**config.mk**
```make
export PLATFORM = sky130hd
export DESIGN_NAME = stopwatch_seven_segment_writer_core
export DESIGN_NICKNAME = d
export VERILOG_FILES = /design/src/sv/stsw_pkg.sv /design/src/sv/stopwatch_seven_segment_writer_core.sv /design/src/sv/stsw_front.sv /design/src/sv/stsw_queue.sv /design/src/sv/stsw_back.sv
export SDC_FILE = /design/constraint.sdc
export NUM_CORES = 1
export LEC_CHECK = 0
export ABC_AREA = 1
export BUFFER_PORTS_ARGS = -buffer_cell sky130_fd_sc_hd__buf_2
export CAP_MARGIN = 20
export CORE_MARGIN = 1
export CORE_UTILIZATION = 45
export DETAILED_ROUTE_END_ITERATION = 12
export PLACE_DENSITY_LB_ADDON = 0.1
export SLEW_MARGIN = 20
export SYNTH_ARGS = -nofsm -noshare
export SYNTH_HDL_FRONTEND = slang
export SYNTH_HIERARCHICAL = 1
export SYNTH_SLANG_ARGS = --single-unit
```
**constraint.sdc**
```tcl
create_clock -name aclk -period 5 [get_ports aclk]
set_input_delay 1 -clock aclk [delete_from_list [all_inputs] [get_ports aclk]]
set_output_delay 1 -clock aclk [all_outputs]
set_load 0.05 [all_outputs]
```
**src/sv/stsw_pkg.sv**
```systemverilog
package stsw_pkg;

    localparam int DIGIT_COUNT = 4;
    localparam int DIGIT_W     = 2;
    localparam int SEG_W       = 8;
    localparam int TIME_W      = 17;
    localparam int BCD_W       = 4;

    // remainder widths after each decimal split
    localparam int REM0_W = 14;   // below 10000
    localparam int REM1_W = 10;   // below 1000
    localparam int REM2_W = 7;    // below 100

    localparam logic [TIME_W-1:0] TIME_LIMIT = 17'd99990;
    localparam logic [TIME_W-1:0] UNIT_10S   = 17'd10000;
    localparam logic [TIME_W-1:0] UNIT_1S    = 17'd1000;
    localparam logic [TIME_W-1:0] UNIT_100MS = 17'd100;
    localparam logic [TIME_W-1:0] UNIT_10MS  = 17'd10;

    localparam logic [BCD_W-1:0]  SAT_DIGIT0 = BCD_W'(TIME_LIMIT / UNIT_10S);
    localparam logic [REM0_W-1:0] SAT_REM0   = REM0_W'(TIME_LIMIT % UNIT_10S);

    localparam logic [SEG_W-1:0] POINT_BIT  = 8'b1000_0000;
    localparam logic [SEG_W-1:0] SEG_BLANK  = 8'b0000_0000;
    localparam int               POINT_DIGIT = 1;

    localparam logic CMD_SHOW  = 1'b0;
    localparam logic CMD_BLANK = 1'b1;

    localparam int DEF_QUEUE_DEPTH = 2;

    typedef logic [SEG_W-1:0] seg_t;

    // one run of digit writes: which digits change and their new bytes
    typedef struct packed {
        logic [DIGIT_COUNT-1:0] mask;
        seg_t [DIGIT_COUNT-1:0] bytes;
    } wr_run_t;

    // decimal digit of v for a given place value, v below ten places
    function automatic logic [BCD_W-1:0] dec_digit(input logic [TIME_W-1:0] v,
                                                   input logic [TIME_W-1:0] unit);
        logic [BCD_W-1:0] q;
        q = '0;
        for (int k = 1; k < 10; k++) begin
            if (v >= TIME_W'(k) * unit) begin
                q = BCD_W'(k);
            end
        end
        return q;
    endfunction

    function automatic seg_t seg_font(input logic [BCD_W-1:0] d);
        seg_t s;
        unique case (d)
            4'h0: s = 8'b0011_1111;
            4'h1: s = 8'b0000_0110;
            4'h2: s = 8'b0101_1011;
            4'h3: s = 8'b0100_1111;
            4'h4: s = 8'b0110_0110;
            4'h5: s = 8'b0110_1101;
            4'h6: s = 8'b0111_1101;
            4'h7: s = 8'b0000_0111;
            4'h8: s = 8'b0111_1111;
            4'h9: s = 8'b0110_1111;
            4'hA: s = 8'b0111_0111;
            4'hB: s = 8'b0111_1100;
            4'hC: s = 8'b0011_1001;
            4'hD: s = 8'b0101_1110;
            4'hE: s = 8'b0111_1001;
            4'hF: s = 8'b0111_0001;
            default: s = SEG_BLANK;
        endcase
        return s;
    endfunction

endpackage

```
**src/sv/stopwatch_seven_segment_writer_core.sv**
```systemverilog
// stopwatch seven-segment writer
//
// input channel (s_valid/s_ready): one transfer per command. s_cmd selects
// show time (s_time_ms, clamped at 99.99 s) or blank all four digits.
// result channel (m_valid/m_ready): one transfer per digit whose segment
// byte differs from what was last sent, lowest digit index first, with
// m_last_of_run high on the final write of a command. a command that
// changes nothing produces no transfers.
//
// the first write of a command passes three decimal split stages, the
// queue push and the output register before it appears on m_valid.
// throughput: a command enters every cycle while the queue has room; the
// write sequencer emits one digit per cycle while m_ready is high, at
// most four digit writes per command.
//
// reset (aresetn low, synchronous) marks all digits as blank and empties
// the pipeline and queue. a stall on m_ready backs up the run queue; once
// it fills, s_ready drops and the front holds its contents.
module stopwatch_seven_segment_writer_core import stsw_pkg::*; #(
    parameter int QUEUE_DEPTH = DEF_QUEUE_DEPTH
) (
    input  logic               aclk,
    input  logic               aresetn,
    input  logic               s_valid,
    output logic               s_ready,
    input  logic               s_cmd,
    input  logic [TIME_W-1:0]  s_time_ms,
    output logic               m_valid,
    input  logic               m_ready,
    output logic [DIGIT_W-1:0] m_digit_index,
    output logic [SEG_W-1:0]   m_segments,
    output logic               m_last_of_run
);

    // runs of changed digits between front and sequencer
    logic    push, pop, q_full, q_empty;
    wr_run_t push_run, head_run;

    // decimal split, font lookup, compare against shown bytes
    stsw_front u_front (
        .aclk      (aclk),
        .aresetn   (aresetn),
        .s_valid   (s_valid),
        .s_ready   (s_ready),
        .s_cmd     (s_cmd),
        .s_time_ms (s_time_ms),
        .q_full    (q_full),
        .push      (push),
        .push_run  (push_run)
    );

    // short queue so a stalled receiver does not hold the front at once
    stsw_queue #(
        .DEPTH (QUEUE_DEPTH)
    ) u_queue (
        .aclk    (aclk),
        .aresetn (aresetn),
        .push    (push),
        .in_run  (push_run),
        .full    (q_full),
        .pop     (pop),
        .head    (head_run),
        .empty   (q_empty)
    );

    // one digit write per transfer from the registered output
    stsw_back u_back (
        .aclk          (aclk),
        .aresetn       (aresetn),
        .head          (head_run),
        .empty         (q_empty),
        .pop           (pop),
        .m_valid       (m_valid),
        .m_ready       (m_ready),
        .m_digit_index (m_digit_index),
        .m_segments    (m_segments),
        .m_last_of_run (m_last_of_run)
    );

endmodule

```
**src/sv/stsw_front.sv**
```systemverilog
module stsw_front import stsw_pkg::*; (
    input  logic              aclk,
    input  logic              aresetn,
    input  logic              s_valid,
    output logic              s_ready,
    input  logic              s_cmd,
    input  logic [TIME_W-1:0] s_time_ms,
    input  logic              q_full,
    output logic              push,
    output wr_run_t           push_run
);

    logic adv;

    logic                a_valid_reg, b_valid_reg, c_valid_reg;
    logic                a_cmd_reg, b_cmd_reg, c_cmd_reg;
    logic [BCD_W-1:0]    a_d0_reg, b_d0_reg, c_d0_reg;
    logic [BCD_W-1:0]    b_d1_reg, c_d1_reg;
    logic [BCD_W-1:0]    c_d2_reg, c_d3_reg;
    logic [REM0_W-1:0]   a_rem_reg;
    logic [REM1_W-1:0]   b_rem_reg;
    seg_t [DIGIT_COUNT-1:0] shown_reg;

    logic                sat;
    logic [BCD_W-1:0]    d0_raw, a_d0_next, b_d1_next, c_d2_next, c_d3_next;
    logic [TIME_W-1:0]   rem0_full, rem1_full, rem2_full;
    logic [REM0_W-1:0]   a_rem_next;
    logic [REM1_W-1:0]   b_rem_next;
    seg_t [DIGIT_COUNT-1:0] want;
    logic [DIGIT_COUNT-1:0] diff;

    // the whole front moves together while the queue has room
    assign adv     = !q_full;
    assign s_ready = adv;

    // stage a: saturate and split off tens of seconds
    always_comb begin
        sat       = s_time_ms > TIME_LIMIT;
        d0_raw    = dec_digit(s_time_ms, UNIT_10S);
        rem0_full = s_time_ms - TIME_W'(d0_raw) * UNIT_10S;
        a_d0_next  = sat ? SAT_DIGIT0 : d0_raw;
        a_rem_next = sat ? SAT_REM0 : rem0_full[REM0_W-1:0];
    end

    // stage b: seconds
    always_comb begin
        b_d1_next  = dec_digit(TIME_W'(a_rem_reg), UNIT_1S);
        rem1_full  = TIME_W'(a_rem_reg) - TIME_W'(b_d1_next) * UNIT_1S;
        b_rem_next = rem1_full[REM1_W-1:0];
    end

    // stage c: tenths and hundredths
    always_comb begin
        c_d2_next = dec_digit(TIME_W'(b_rem_reg), UNIT_100MS);
        rem2_full = TIME_W'(b_rem_reg) - TIME_W'(c_d2_next) * UNIT_100MS;
        c_d3_next = dec_digit(TIME_W'(rem2_full[REM2_W-1:0]), UNIT_10MS);
    end

    // classify: font lookup and compare against what the display holds
    always_comb begin
        if (c_cmd_reg == CMD_BLANK) begin
            want = '0;
        end else begin
            want[0] = seg_font(c_d0_reg);
            want[1] = seg_font(c_d1_reg) | POINT_BIT;
            want[2] = seg_font(c_d2_reg);
            want[3] = seg_font(c_d3_reg);
        end
        for (int i = 0; i < DIGIT_COUNT; i++) begin
            diff[i] = want[i] != shown_reg[i];
        end
    end

    assign push           = adv && c_valid_reg && (diff != '0);
    assign push_run.mask  = diff;
    assign push_run.bytes = want;

    always_ff @(posedge aclk) begin
        if (!aresetn) begin
            a_valid_reg <= 1'b0;
            b_valid_reg <= 1'b0;
            c_valid_reg <= 1'b0;
            shown_reg   <= '0;
        end else if (adv) begin
            a_valid_reg <= s_valid;
            b_valid_reg <= a_valid_reg;
            c_valid_reg <= b_valid_reg;
            if (c_valid_reg) begin
                shown_reg <= want;
            end
        end
    end

    always_ff @(posedge aclk) begin
        if (adv) begin
            a_cmd_reg <= s_cmd;
            a_d0_reg  <= a_d0_next;
            a_rem_reg <= a_rem_next;
            b_cmd_reg <= a_cmd_reg;
            b_d0_reg  <= a_d0_reg;
            b_d1_reg  <= b_d1_next;
            b_rem_reg <= b_rem_next;
            c_cmd_reg <= b_cmd_reg;
            c_d0_reg  <= b_d0_reg;
            c_d1_reg  <= b_d1_reg;
            c_d2_reg  <= c_d2_next;
            c_d3_reg  <= c_d3_next;
        end
    end

endmodule

```
**src/sv/stsw_queue.sv**
```systemverilog
module stsw_queue import stsw_pkg::*; #(
    parameter int DEPTH = DEF_QUEUE_DEPTH
) (
    input  logic    aclk,
    input  logic    aresetn,
    input  logic    push,
    input  wr_run_t in_run,
    output logic    full,
    input  logic    pop,
    output wr_run_t head,
    output logic    empty
);

    localparam int PTR_W = (DEPTH > 1) ? $clog2(DEPTH) : 1;
    localparam int CNT_W = $clog2(DEPTH + 1);

    wr_run_t            mem_reg [DEPTH];
    logic [PTR_W-1:0]   wr_ptr_reg, rd_ptr_reg, wr_ptr_next, rd_ptr_next;
    logic [CNT_W-1:0]   count_reg, count_next;

    assign full  = count_reg == CNT_W'(DEPTH);
    assign empty = count_reg == '0;
    assign head  = mem_reg[rd_ptr_reg];

    always_comb begin
        wr_ptr_next = (wr_ptr_reg == PTR_W'(DEPTH - 1)) ? '0 : wr_ptr_reg + 1'b1;
        rd_ptr_next = (rd_ptr_reg == PTR_W'(DEPTH - 1)) ? '0 : rd_ptr_reg + 1'b1;
        count_next  = count_reg;
        if (push && !pop) begin
            count_next = count_reg + 1'b1;
        end else if (pop && !push) begin
            count_next = count_reg - 1'b1;
        end
    end

    always_ff @(posedge aclk) begin
        if (!aresetn) begin
            wr_ptr_reg <= '0;
            rd_ptr_reg <= '0;
            count_reg  <= '0;
        end else begin
            if (push) begin
                wr_ptr_reg <= wr_ptr_next;
            end
            if (pop) begin
                rd_ptr_reg <= rd_ptr_next;
            end
            count_reg <= count_next;
        end
    end

    always_ff @(posedge aclk) begin
        if (push) begin
            mem_reg[wr_ptr_reg] <= in_run;
        end
    end

`ifndef NO_ASSERTIONS
    a_no_push_full: assert property (@(posedge aclk) disable iff (!aresetn)
        push |-> !full)
        else $error("run pushed into full queue");
    a_no_pop_empty: assert property (@(posedge aclk) disable iff (!aresetn)
        pop |-> count_reg != '0)
        else $error("run popped from empty queue");
    a_count_bound: assert property (@(posedge aclk) disable iff (!aresetn)
        count_reg <= CNT_W'(DEPTH))
        else $error("queue count beyond depth");
`endif

endmodule

```
**src/sv/stsw_back.sv**
```systemverilog
module stsw_back import stsw_pkg::*; (
    input  logic               aclk,
    input  logic               aresetn,
    input  wr_run_t            head,
    input  logic               empty,
    output logic               pop,
    output logic               m_valid,
    input  logic               m_ready,
    output logic [DIGIT_W-1:0] m_digit_index,
    output logic [SEG_W-1:0]   m_segments,
    output logic               m_last_of_run
);

    logic                   busy_reg;
    logic [DIGIT_COUNT-1:0] cur_mask_reg;
    seg_t [DIGIT_COUNT-1:0] cur_bytes_reg;
    logic                   m_valid_reg, m_last_reg;
    logic [DIGIT_W-1:0]     m_idx_reg;
    seg_t                   m_seg_reg;

    logic                   load, have;
    logic [DIGIT_COUNT-1:0] src_mask, rest;
    seg_t [DIGIT_COUNT-1:0] src_bytes;
    logic [DIGIT_W-1:0]     pick;

    assign load = !m_valid_reg || m_ready;
    assign have = busy_reg || !empty;
    assign pop  = load && !busy_reg && !empty;

    // lowest changed digit goes first
    always_comb begin
        src_mask  = busy_reg ? cur_mask_reg  : head.mask;
        src_bytes = busy_reg ? cur_bytes_reg : head.bytes;
        pick = '0;
        for (int i = DIGIT_COUNT - 1; i >= 0; i--) begin
            if (src_mask[i]) begin
                pick = DIGIT_W'(i);
            end
        end
        rest       = src_mask;
        rest[pick] = 1'b0;
    end

    always_ff @(posedge aclk) begin
        if (!aresetn) begin
            m_valid_reg  <= 1'b0;
            busy_reg     <= 1'b0;
            cur_mask_reg <= '0;
        end else if (load) begin
            m_valid_reg <= have;
            if (have) begin
                busy_reg     <= rest != '0;
                cur_mask_reg <= rest;
            end
        end
    end

    always_ff @(posedge aclk) begin
        if (load && have) begin
            m_idx_reg  <= pick;
            m_seg_reg  <= src_bytes[pick];
            m_last_reg <= rest == '0;
            if (!busy_reg) begin
                cur_bytes_reg <= head.bytes;
            end
        end
    end

    assign m_valid       = m_valid_reg;
    assign m_digit_index = m_idx_reg;
    assign m_segments    = m_seg_reg;
    assign m_last_of_run = m_last_reg;

`ifndef NO_ASSERTIONS
    a_busy_has_work: assert property (@(posedge aclk) disable iff (!aresetn)
        busy_reg |-> cur_mask_reg != '0)
        else $error("sequencer busy with no digits left");
`endif

endmodule

```
======== After elaboration in Yosys (flattened, before gate mapping) ========
Memory sizes are Yosys's and may differ from the RTL's. A register that Yosys moved wholly into a read port is not among the register bits.
Index checks and enable logic that the tools add are counted.
word-level totals
  word-level logic and storage cells ...... 176
  input bits .............................. 22
  output and inout bits ................... 13
  bits in latches ......................... 0
  flip-flop bits (word level) ............. 143
  bits in read-only memories .............. 448
  memories ................................ 5
  RAM bits ................................ 72
memory list
  name             words  width  rd ports  clocked after memory_dff  wr ports  line              RTL
  (no name shown)  16     7      1         1                         0         stsw_pkg.sv:55    unique case (d)
  (no name shown)  16     7      1         1                         0         stsw_pkg.sv:55
  (no name shown)  16     7      1         1                         0         stsw_pkg.sv:55
  (no name shown)  16     7      1         0                         0         stsw_pkg.sv:55
  u_queue.mem_reg  2      36     1         1                         1         stsw_queue.sv:17  wr_run_t mem_reg [DEPTH];
operators by class
  multipliers ............................. 3
  reduce and logical (&&, ||, !) cells .... 24
  mux-type cells .......................... 57
  bitwise gates (word level) .............. 3
  shift-type cells ........................ 0
  divide/modulo/power cells ............... 0
  $lt $le $gt $ge ......................... 39
  eq/ne operators ......................... 5
  $add $sub $neg .......................... 7
operators with widths
  kind                                                                      count
  32-bit two-way mux                                                        2
  4-bit two-way mux                                                         16
  14-bit by 13-bit >= comparator with 1-bit output (second input constant)  4
  17-bit by 16-bit >= comparator with 1-bit output (second input constant)  3
  17-bit >= comparator (second input constant)                              3
  10-bit >= comparator (second input constant)                              4
  3-bit two-way mux                                                         12
  17-bit by 15-bit >= comparator with 1-bit output (second input constant)  2
  8-bit inequality test                                                     4
  10-bit by 9-bit >= comparator with 1-bit output (second input constant)   3
  14-bit by 12-bit >= comparator with 1-bit output (second input constant)  2
  2-bit two-way mux                                                         12
  7-bit by 6-bit >= comparator with 1-bit output (second input constant)    3
  7-bit >= comparator (second input constant)                               3
  17-bit by 14-bit >= comparator with 1-bit output (second input constant)  1
  17-bit > comparator (second input constant)                               1
  8-bit binary-select mux with 2-bit select                                 1
  14-bit by 10-bit >= comparator with 1-bit output (second input constant)  1
  14-bit by 11-bit >= comparator with 1-bit output (second input constant)  1
  14-bit >= comparator (second input constant)                              1
  7-bit by 5-bit >= comparator with 1-bit output (second input constant)    2
  14-bit subtractor                                                         1
  1-bit two-way mux                                                         12
  10-bit by 7-bit >= comparator with 1-bit output (second input constant)   1
  27 further kinds                                                          43

======== Longest topological paths before layout ========
Gate-level depths: netlist of the first run.
  word-level depth ........................ 21
  mapped depth ............................ 30
  depth with buffers taken out ............ 30

======== Cells and area by module ========
Netlist of the first run, hierarchy kept.
by module, submodules not included
  module      area an instance (um^2)  cells each  times used  sequential area each (um^2)
  stsw_front  7292.0                   937         1           2652.5
  stsw_queue  2979.1                   147         1           2262.2
  stsw_back   2434.8                   267         1           1411.4

======== Least setup slack after synthesis of the first run ========
No wires, ideal clock.
  path type ............................... input to register
  start point ............................. input s_time_ms[8]
  end point ............................... register u_front.a_rem_reg[13] (data pin)
  data required time ...................... 4.740 ns
  cell stages on the path ................. 23
  arrival time ............................ 4.435 ns
  setup time .............................. 0.260 ns
  path buffers ............................ 1
  path slack .............................. 0.305 ns
  path through ............................ clkbuf_1 nor2_1 inv_1 o2111ai_1 o211ai_1 a21oi_1 o21ai_0 nand2_1 inv_1 ha_1 ha_1 ha_1 inv_1 fa_1 xor2_1 ha_1 nand2_1 nor2_1 nand3b_1 o2111ai_1 xor2_1 nand3b_1 nand3_1
between the ends
  elaborated cells between the ends (all ways) .. 21
  those cells by class .................... add/sub: 1; mul: 1; order compare: 10; mux: 9
RTL lines
  what                                              line                                       RTL
  start, declared                                   stopwatch_seven_segment_writer_core.sv:27  input logic [TIME_W-1:0] s_time_ms,
  17-bit by 15-bit >= comparator with 1-bit output  stsw_pkg.sv:46                             if (v >= TIME_W'(k) * unit) begin
  4-bit two-way mux (7 in a row)                    stsw_pkg.sv:46
  4-bit two-way mux *                               stsw_pkg.sv:46
  via u_front.d0_raw[1]                             stsw_front.sv:25                           logic [BCD_W-1:0] d0_raw, a_d0_next, b_d1_next, c_d2_next, c_d3_next;
  4-bit by 10-bit multiplier with 10-bit output *   stsw_front.sv:40                           rem0_full = s_time_ms - TIME_W'(d0_raw) * UNIT_10S;
  14-bit subtractor *                               stsw_front.sv:40
  end signal, assigned                              stsw_front.sv:98                           a_rem_reg <= a_rem_next;
  end, declared                                     stsw_front.sv:20                           logic [REM0_W-1:0] a_rem_reg;
The timed path passes the listed nets; every way through them passes the cells marked *.
A chain may end at the register's enable or synchronous reset.

======== Final worst setup path of the first run ========
  start point ............................. input s_time_ms[14]
  end point ............................... register u_front.a_rem_reg[13] (data pin)
between the ends
  word-level cells in the longest chain between the ends .. 12
  elaborated cells between the ends (all ways) .. 21
  those cells by class .................... add/sub: 1; mul: 1; order compare: 10; mux: 9
ends and longest elaborated chain
  what                                              line
  17-bit by 14-bit >= comparator with 1-bit output  stsw_pkg.sv:46
  1-bit two-way mux                                 stsw_pkg.sv:46
  4-bit two-way mux (8 in a row)                    stsw_pkg.sv:46
  4-bit by 10-bit multiplier with 10-bit output     stsw_front.sv:40
  14-bit subtractor                                 stsw_front.sv:40
Several ways; a longest one is shown, not always the timed one.

==> reports/metrics.yaml, run 1 <==
status:
  status: "finished clean"
layout:
  layout_commonest_cell: "nand2_1"
  fillCellCount: 2647
  antenna_cells: 0
  stdcell_area_mm2: 0.0143
  largest_reg_flops: 72
  nNetsFinal: 1498
  area_delta_synth_final_pct: 12.3
  layout_common_cells: "nand2_1, inv_1, edfxtp_1, nor2_1, o21ai_0"
  drive_gt1_share_pct: 14.2
detailed_routing:
  routed.top_layer: "met4"
  via_per_inst: 4.93
  met1_length_um: 11400
  drc: 0
  first_iter_violations: 633
  num_vias: 8889
  ant_nets: 0
  wl_per_cell_um: 14.1
  dr.pass1.iters: 5
  met3WireLength_um: 787
  wl_um: 25400
  wl_met2_um: 12500
cts:
  cts_sinks: 232
  hold_buffers: 0
  clk_latency_ns: 0.55
  htree_levels: 1
  clkTransAtPathRegs_ns: 0.06
  cts_resized: 0
  tritoncts: "yes"
  root_buffer: "clkbuf_16"
  clockBufferDepth: 3
  post_cts_buffers: 0
  cts_buffers: 27
worst_setup_path:
  critPathLaunchType: "input pin"
  worst-setup-path-type: "in -> reg"
  cp-end-kind: "flop"
  crit_path_top_delay_cell: "fa_1"
  crit_required_ns: 5.28
  worst_path_largest_cell_delay_ns: 0.57
  cp_data_arrival_time_ns: 4.77
  path_max_fanout: 6
  worstSetupStartpoint: "s_time_ms[14]"
  worstPathCellList: "buf_2 -> nor2_1 -> inv_1 -> o31ai_1 -> nand2_1 -> o21ai_0 -> nand2_1 -> fa_1 -> inv_1 -> ha_1 -> inv_1 -> fa_1 -> xor2_1 -> ha_1 -> nand2_1 -> nor2_1 -> nand3b_1 -> o2111ai_1 -> xor2_1 -> nand3b_1 -> nand3_1"
  r2r_start: "u_front/a_rem_reg[13]"
global_route:
  grt_pass1_wl_um: 42100
  grt_max_degree: 51
  overflow: 0
  grt_use_total_pct: 17.9
  antenna_found_initial: 0
  grt_pass1_vias: 8694
yosys:
  syn_area_per_cell_um2: 9.40
  ys_types: 53
  async_flop_share_pct: 0
  synth-seq-area-share_pct: 49.8
  synth_area_mm2: 0.0127
  synth-main-ff-cell: "edfxtp_1"
  syn_inst: 1351
  synth_warnings: 6
  synth_top_area_cell: "edfxtp_1"
  ys_seq_elements: 232
  synth_area_leaders: "edfxtp_1, dfxtp_1, nand2_1"
  synth.top_cell.area_share_pct: 39.7
  synth_edf_count: 168
min_path:
  hp-class: "reg -> reg"
  holdCritStartpoint: "u_front/a_d0_reg[1]"
die:
  ios: 35
  core_mm2: 0.0278
  die_h_um: 170
  die_width_um: 170
  row_count: 61
  start_util_pct: 45.7
  die_area_mm2: 0.0289
flow_run:
  maxCapViolCount: 0
placement:
  gp_congestion: 0.838
  placement.io_buffers: 34
  place_hpwl_um: 18300
  placedInstanceArea_mm2: 0.0133
sta:
  tightest_slew_ns: 0.810
  setup_viol: 0
  relSlewSlack_pct: 45.4
  fin_crit_ns: 4.49
  fin_crit_sh_pct: 89.8
  hold_viol: 0
  drv_slew: 0
  fmax_mhz: 223
  timing.hold.ws_ns: 0.414
  skew_ns: 0.0305
  rsz0062_at_grt: "false"
-- synth_stat cells, types with 15 or more instances --
master and n:
a211oi_1 15, clkbuf_1 16, dfxtp_1 64, mux2_4 30, ha_1 63, or2_2 23
nor2_1 108, xor2_1 19, nand3_1 55, a21oi_1 61, edfxtp_1 168, xnor2_1 25
nand2_1 249, inv_1 196, o21ai_0 99
-- per-stage QoR --
step	cells	utilization, %	worst slack [ns]	setup TNS (ns)
2_1_floorplan	1353	-	0.305	0
3_3_place_gp	1752	47.9	0.0578	0
3_5_place_dp	1752	47.9	-0.0130	-0.0130
4_1_cts	1802	51.4	0.539	0
5_1_grt	1802	51.4	0.220	0
6_report	1802	51.4	0.511	0
-- metal layers --
metal	up-vias	global-route usage, %
met5	-	0
met4	0	5.68
met3	46	2.33
met2	146	32.0
met1	4092	22.4
li1	4605	-
-- critical path, delay by kind of cell --
family	cells	cell delay (ns)
adder cells (fa/ha/maj)	4	1.59
buffers and inverters	4	0.35
AO/OA/AOI/OAI	3	0.57
XOR/XNOR	2	0.35
AND/OR/NAND/NOR	8	0.90
-- worst paths after layout --
path	endpoint	slack [ns]	depth (start not counted)
worst max register to register	u_front/b_rem_reg[9]	0.84	19
worst min-delay path	u_front/b_d0_reg[1]	0.41	0
worst min register to register	u_front/b_d0_reg[1]	0.41	0
worst max-delay path	u_front/a_rem_reg[13]	0.51	21
-- layout make-up --
class                           count  area [um^2]  share of cell area (%)
Clock buffer                       33          718                    5.03
Clock inverter                     17          263                    1.84
Inverter                          212          796                    5.57
Multi-Input combinational cell    875         5370                    37.6
Sequential cell                   232         6330                    44.3
Tap cell                          378          473                    3.31
Timing Repair Buffer               55          328                    2.30
-- kinds of logic after synthesis --
| kind of cell | count (synthesis) | synth area share [%] |
|---|---|---|
| and+or+nand+nor | 489 | 16.8 |
| muxes | 36 | 4.08 |
| buffers and inverters | 246 | 8.06 |
| xor gates and xnor gates | 44 | 3.03 |
| other | 1 | 0.0295 |
| adders and majority gates | 73 | 7.78 |
| AOI/OAI and AO/OA | 230 | 10.4 |
| DFF | 232 | 49.8 |
Power of run 1 is left out: the tool's default activity adds up to more than one toggle a clock period on the data nets, which glitch-free logic cannot reach.
==> run 2, diff against run 1 <==
--- a/config.mk
+++ b/config.mk
@@ -12,6 +12,7 @@
 export CORE_UTILIZATION = 45
 export DETAILED_ROUTE_END_ITERATION = 12
 export PLACE_DENSITY_LB_ADDON = 0.1
+export REMOVE_ABC_BUFFERS = 1
 export SLEW_MARGIN = 20
 export SYNTH_ARGS = -nofsm -noshare
 export SYNTH_HDL_FRONTEND = slang
==> reports/metrics.yaml, run 2 (same netlist as run 1, synthesis figures left out) <==
worst_setup_path:
  path_max_fanout: 3  # was 6
  path_common_cell: "ha_1"
  cp_top_family: "adder cells"  # unchanged
  worst-setup-path-type: "in -> reg"  # unchanged
  regToRegEndpoint: "u_front/b_rem_reg[9]"  # unchanged
  worstPathCellList: "buf_2 -> nor2_1 -> inv_1 -> o2111ai_1 -> o211ai_1 -> a21oi_1 -> o21ai_0 -> nand2_1 -> inv_1 -> ha_1 -> ha_1 -> ha_1 -> inv_1 -> fa_1 -> xor2_1 -> ha_1 -> nand2_1 -> nor2_1 -> nand3b_1 -> o2111ai_1 -> xor2_1 -> nand3b_1 -> nand3_1"  # was buf_2 -> nor2_1 -> inv_1 -> o31ai_1 -> nand2_1 -> o21ai_0 -> nand2_1 -> fa_1 -> inv_1 -> ha_1 -> inv_1 -> fa_1 -> xor2_1 -> ha_1 -> nand2_1 -> nor2_1 -> nand3b_1 -> o2111ai_1 -> xor2_1 -> nand3b_1 -> nand3_1
  worst_path_largest_cell_delay_ns: 0.37  # was 0.57 ns
  cp-end-kind: "flop"  # unchanged
  cp_data_arrival_time_ns: 4.83  # was 4.77 ns
  crit_buf_inv: 4  # unchanged
  crit_path_top_delay_cell: "fa_1"  # unchanged
  reg2reg_slack_ns: 0.77  # was 0.84 ns
  r2r_start: "u_front/a_rem_reg[13]"  # unchanged
  crit_required_ns: 5.26  # was 5.28 ns
  critPathLaunchType: "input pin"  # unchanged
  rr_worst_depth: 19  # unchanged
placement:
  placedInstanceArea_mm2: 0.0133  # about the same
  place_ws_ns: -0.0936  # was -0.0130 ns
  placement.io_buffers: 34  # unchanged
  place_hpwl_um: 18400  # was 18,300 um
  gp_congestion: 0.855  # was 0.838
  post-place-cells: 1757  # was 1,752
die:
  ios: 35  # unchanged
  start_util_pct: 45.7  # unchanged
  die_width_um: 170  # unchanged
  die_area_mm2: 0.0289  # unchanged
  row_count: 61  # unchanged
  core_mm2: 0.0278  # unchanged
  die_h_um: 170  # unchanged
cts:
  hold_buffers: 0  # unchanged
  htree_levels: 1  # unchanged
  tritoncts: "yes"  # unchanged
  post_cts_buffers: 0  # unchanged
  cts_resized: 0  # unchanged
  clockBufferDepth: 3  # unchanged
  clk_latency_ns: 0.53  # was 0.55 ns
  cts_sinks: 232  # unchanged
  clkTransAtPathRegs_ns: 0.05  # was 0.06 ns
  cts_buffers: 26  # was 27
  root_buffer: "clkbuf_16"  # unchanged
layout:
  antenna_cells: 0  # unchanged
  stdcell_count: 1804  # was 1,802
  nNetsFinal: 1502  # was 1,498
  largest_reg_flops: 72  # unchanged
  layout_common_cells: "nand2_1, inv_1, edfxtp_1, nor2_1, o21ai_0"  # unchanged
  fillCellCount: 2657  # was 2,647
  area_delta_synth_final_pct: 11.5  # was 12.3%
  stdcell_area_mm2: 0.0142  # was 0.0143 mm^2
  layout_commonest_cell: "nand2_1"  # unchanged
  drive_gt1_share_pct: 13.8  # was 14.2%
min_path:
  min_to: "u_front/b_d0_reg[1]"  # unchanged
  hp-class: "reg -> reg"  # unchanged
  holdCritStartpoint: "u_front/a_d0_reg[1]"  # unchanged
  min_delay_path_depth: 0  # unchanged
global_route:
  grt_max_degree: 43  # was 51
  grt_pass1_vias: 8726  # was 8,694
  antenna_found_initial: 0  # unchanged
  grt_pass1_wl_um: 42100  # about the same
  grt_use_total_pct: 18.0  # was 17.9%
  overflow: 0  # unchanged
detailed_routing:
  met1_length_um: 11500  # was 11,400 um
  met3WireLength_um: 874  # was 787 um
  ant_nets: 0  # unchanged
  wl_per_cell_um: 14.1  # about the same
  routed.top_layer: "met4"  # unchanged
  dr.pass1.iters: 5  # unchanged
  via_per_inst: 4.91  # was 4.93
  wl_met2_um: 12500  # about the same
  first_iter_violations: 521  # was 633
  num_vias: 8859  # was 8,889
  wl_um: 25500  # was 25,400 um
  drc: 0  # unchanged
sta:
  setup_ws_ns: 0.436  # was 0.511 ns
  tightest_slew_ns: 0.854  # was 0.810 ns
  fin_crit_sh_pct: 91.3  # was 89.8%
  fin_crit_ns: 4.56  # was 4.49 ns
  relSlewSlack_pct: 43.0  # was 45.4%
  skew_ns: 0.0188  # was 0.0305 ns
  tns_ns: 0  # unchanged
  hold_viol: 0  # unchanged
  rsz0062_at_grt: "false"  # unchanged
  drv_slew: 0  # unchanged
  setup_viol: 0  # unchanged
  fmax_mhz: 219  # was 223 MHz
flow_run:
  maxCapViolCount: 0  # unchanged
status:
  status: "finished clean"  # unchanged
==> run 2: cell type report <==
class	instances	area, um^2	area share (%)
Sequential cell	232	6330	44.7
Multi-Input combinational cell	875	5370	37.9
Inverter	212	796	5.62
Clock buffer	36	729	5.15
Tap cell	378	473	3.34
Timing Repair Buffer	60	365	2.58
Clock inverter	11	103	0.724
==> run 2: metrics by stage <==
step / utilization, % / hold slack (ns)
finish: 51.0 / 0.413
global route: 51.0 / 0.428
CTS: 51.0 / 0.419
detailed placement: 48.0 / 0.407
global placement: 48.0 / 0.401
floorplan: - / 0.400
==> run 2: how the worst max path moves through the flow <==
stage	startpoint	end	slack, ns	cells after the start
global placement	s_time_ms[7]	u_front/a_rem_reg[13]	-0.009	23
floorplan	u_queue/count_reg[0]	u_queue/mem_reg[0][0]	0.05	6
finish	s_time_ms[7]	u_front/a_rem_reg[13]	0.44	23
CTS	s_time_ms[7]	u_front/a_rem_reg[13]	0.45	23
detailed placement	s_time_ms[7]	u_front/a_rem_reg[13]	-0.09	23
global route	s_time_ms[7]	u_front/a_rem_reg[13]	0.07	23
==> run 2: per-layer routing <==
layer  GRT usage [%]  vias up
met5               0        -
met4            5.44        0
met3            2.49       36
met2            32.4      146
met1            22.3     4056
li1                -     4621
Power of run 2 is left out for the same reason.
==> run 3, diff against run 2 <==
--- a/config.mk
+++ b/config.mk
@@ -11,6 +11,7 @@
 export CORE_MARGIN = 1
 export CORE_UTILIZATION = 45
 export DETAILED_ROUTE_END_ITERATION = 12
+export MAX_ROUTING_LAYER = met4
 export PLACE_DENSITY_LB_ADDON = 0.1
 export REMOVE_ABC_BUFFERS = 1
 export SLEW_MARGIN = 20
==> reports/metrics.yaml, run 3 (same netlist as run 1, synthesis figures left out) <==
status:
  status: "finished clean"  # unchanged
sta:
  rsz0062_at_grt: "false"  # unchanged
  fmax_mhz: 219  # about the same
  relSlewSlack_pct: 40.1  # was 43.0%
  timing.hold.ws_ns: 0.417  # was 0.413 ns
  tightest_slew_ns: 0.889  # was 0.854 ns
  drv_slew: 0  # unchanged
  fin_crit_sh_pct: 91.3  # about the same
  tns_ns: 0  # unchanged
  hold_viol: 0  # unchanged
  fin_crit_ns: 4.56  # about the same
  skew_ns: 0.0153  # was 0.0188 ns
  setup_viol: 0  # unchanged
die:
  die_area_mm2: 0.0289  # unchanged
  start_util_pct: 45.7  # unchanged
  die_width_um: 170  # unchanged
  core_mm2: 0.0278  # unchanged
  ios: 35  # unchanged
  die_h_um: 170  # unchanged
  row_count: 61  # unchanged
min_path:
  hp-class: "reg -> reg"  # unchanged
layout:
  layout_common_cells: "nand2_1, inv_1, edfxtp_1, nor2_1, o21ai_0"  # unchanged
  stdcell_area_mm2: 0.0143  # was 0.0142 mm^2
  area_delta_synth_final_pct: 12.3  # was 11.5%
  layout_commonest_cell: "nand2_1"  # unchanged
  antenna_cells: 0  # unchanged
  nNetsFinal: 1512  # was 1,502
  drive_gt1_share_pct: 14.4  # was 13.8%
  largest_reg_flops: 72  # unchanged
placement:
  place_hpwl_um: 18700  # was 18,400 um
  placement.io_buffers: 34  # unchanged
  placedInstanceArea_mm2: 0.0134  # was 0.0133 mm^2
  gp_congestion: 0.879  # was 0.855
cts:
  root_buffer: "clkbuf_16"  # unchanged
  post_cts_buffers: 0  # unchanged
  clockBufferDepth: 3  # unchanged
  clk_latency_ns: 0.54  # was 0.53 ns
  hold_buffers: 0  # unchanged
  cts_sinks: 232  # unchanged
  clkTransAtPathRegs_ns: 0.05  # about the same
  cts_resized: 0  # unchanged
  tritoncts: "yes"  # unchanged
  cts_buffers: 27  # was 26
  htree_levels: 1  # unchanged
global_route:
  grt_pass1_wl_um: 42000  # was 42,100 um
  grt_max_degree: 43  # unchanged
  grt_pass1_vias: 8507  # was 8,726
  overflow: 0  # unchanged
  antenna_found_initial: 0  # unchanged
  grt_use_total_pct: 18.6  # was 18.0%
worst_setup_path:
  reg2reg_slack_ns: 0.83  # was 0.77 ns
  worstPathCellList: "buf_2 -> nor2_1 -> inv_1 -> o2111ai_1 -> o211ai_1 -> a21oi_1 -> o21ai_0 -> nand2_1 -> buf_4 -> inv_1 -> ha_1 -> ha_1 -> ha_1 -> inv_1 -> fa_1 -> xor2_1 -> ha_1 -> nand2_1 -> nor2_1 -> nand3b_1 -> o2111ai_1 -> xor2_1 -> nand3b_1 -> nand3_1"  # was buf_2 -> nor2_1 -> inv_1 -> o2111ai_1 -> o211ai_1 -> a21oi_1 -> o21ai_0 -> nand2_1 -> inv_1 -> ha_1 -> ha_1 -> ha_1 -> inv_1 -> fa_1 -> xor2_1 -> ha_1 -> nand2_1 -> nor2_1 -> nand3b_1 -> o2111ai_1 -> xor2_1 -> nand3b_1 -> nand3_1
  cp_data_arrival_time_ns: 4.84  # was 4.83 ns
  critPathLaunchType: "input pin"  # unchanged
  rr_worst_depth: 19  # unchanged
  cp-end-kind: "flop"  # unchanged
  crit_required_ns: 5.28  # was 5.26 ns
  endpoint: "u_front/a_rem_reg[13]"  # unchanged
  path_common_cell: "ha_1"  # unchanged
  crit_path_top_delay_cell: "fa_1"  # unchanged
  regToRegEndpoint: "u_front/b_rem_reg[9]"  # unchanged
  worst_path_largest_cell_delay_ns: 0.37  # about the same
  path_max_fanout: 3  # unchanged
  worst-setup-path-type: "in -> reg"  # unchanged
  worstSetupStartpoint: "s_time_ms[7]"  # unchanged
  r2r_start: "u_front/a_rem_reg[13]"  # unchanged
flow_run:
  maxCapViolCount: 0  # unchanged
detailed_routing:
  ant_nets: 0  # unchanged
  num_vias: 8935  # was 8,859
  drc: 0  # unchanged
  first_iter_violations: 437  # was 521
  wl_per_cell_um: 14.0  # was 14.1 um
  via_per_inst: 4.92  # was 4.91
  dr.pass1.iters: 5  # unchanged
  wl_um: 25400  # was 25,500 um
-- run 3: changes by cell type in the layout (fill, tap and decap cells not counted), sizes merged --
cell and delta:
clkbuf +11, buf +9, bufinv -2, clkinv -6
-- run 3: worst min-delay path by stage --
stage | from | cells past startpoint | end | slack [ns]
6_report | u_front/a_d0_reg[1] | 0 | u_front/b_d0_reg[1] | 0.42
5_1_grt | u_front/a_rem_reg[2] | 0 | u_front/b_rem_reg[2] | 0.43
2_1_floorplan | u_front/a_cmd_reg | 0 | u_front/b_cmd_reg | 0.40
3_5_place_dp | u_front/a_d0_reg[1] | 0 | u_front/b_d0_reg[1] | 0.40
4_1_cts | u_front/a_d0_reg[1] | 0 | u_front/b_d0_reg[1] | 0.42
3_3_place_gp | u_front/a_cmd_reg | 0 | u_front/b_cmd_reg | 0.40
-- run 3: worst max-delay path: cells and delay by family --
family,cells,cell delay [ns]
simple gates,7,0.81
compound gates,5,0.79
fa+ha+maj,5,1.42
buf+inv,5,0.47
xor+xnor,2,0.34
-- run 3: stage by stage --
step                      util, %  std cells  setup WS [ns]
after floorplan                 -       1319         0.0470
after global placement       48.2       1766        -0.0113
after detailed placement     48.2       1766         -0.123
after CTS                    51.3       1816          0.437
after global routing         51.3       1816         0.0777
final                        51.3       1816          0.435
-- run 3: metal layers --
layer	up-vias	wire length, um	global-route usage (%)
met1	4096	11500	22.4
met4	0	771	6.07
met3	46	689	2.35
met5	-	0	-
li1	4646	-	-
met2	147	12400	32.1
-- run 3: area by class of cell --
| cell class | count | area, um^2 |
|---|---|---|
| repair buffers | 69 | 433 |
| inverters | 212 | 796 |
| multi-input cells | 875 | 5370 |
| well taps | 378 | 473 |
| flip-flops and latches | 232 | 6330 |
| fillers | 2667 | 13500 |
| clock buffers | 47 | 832 |
| clock inverters | 3 | 33.8 |
Power of run 3 is left out for the same reason.
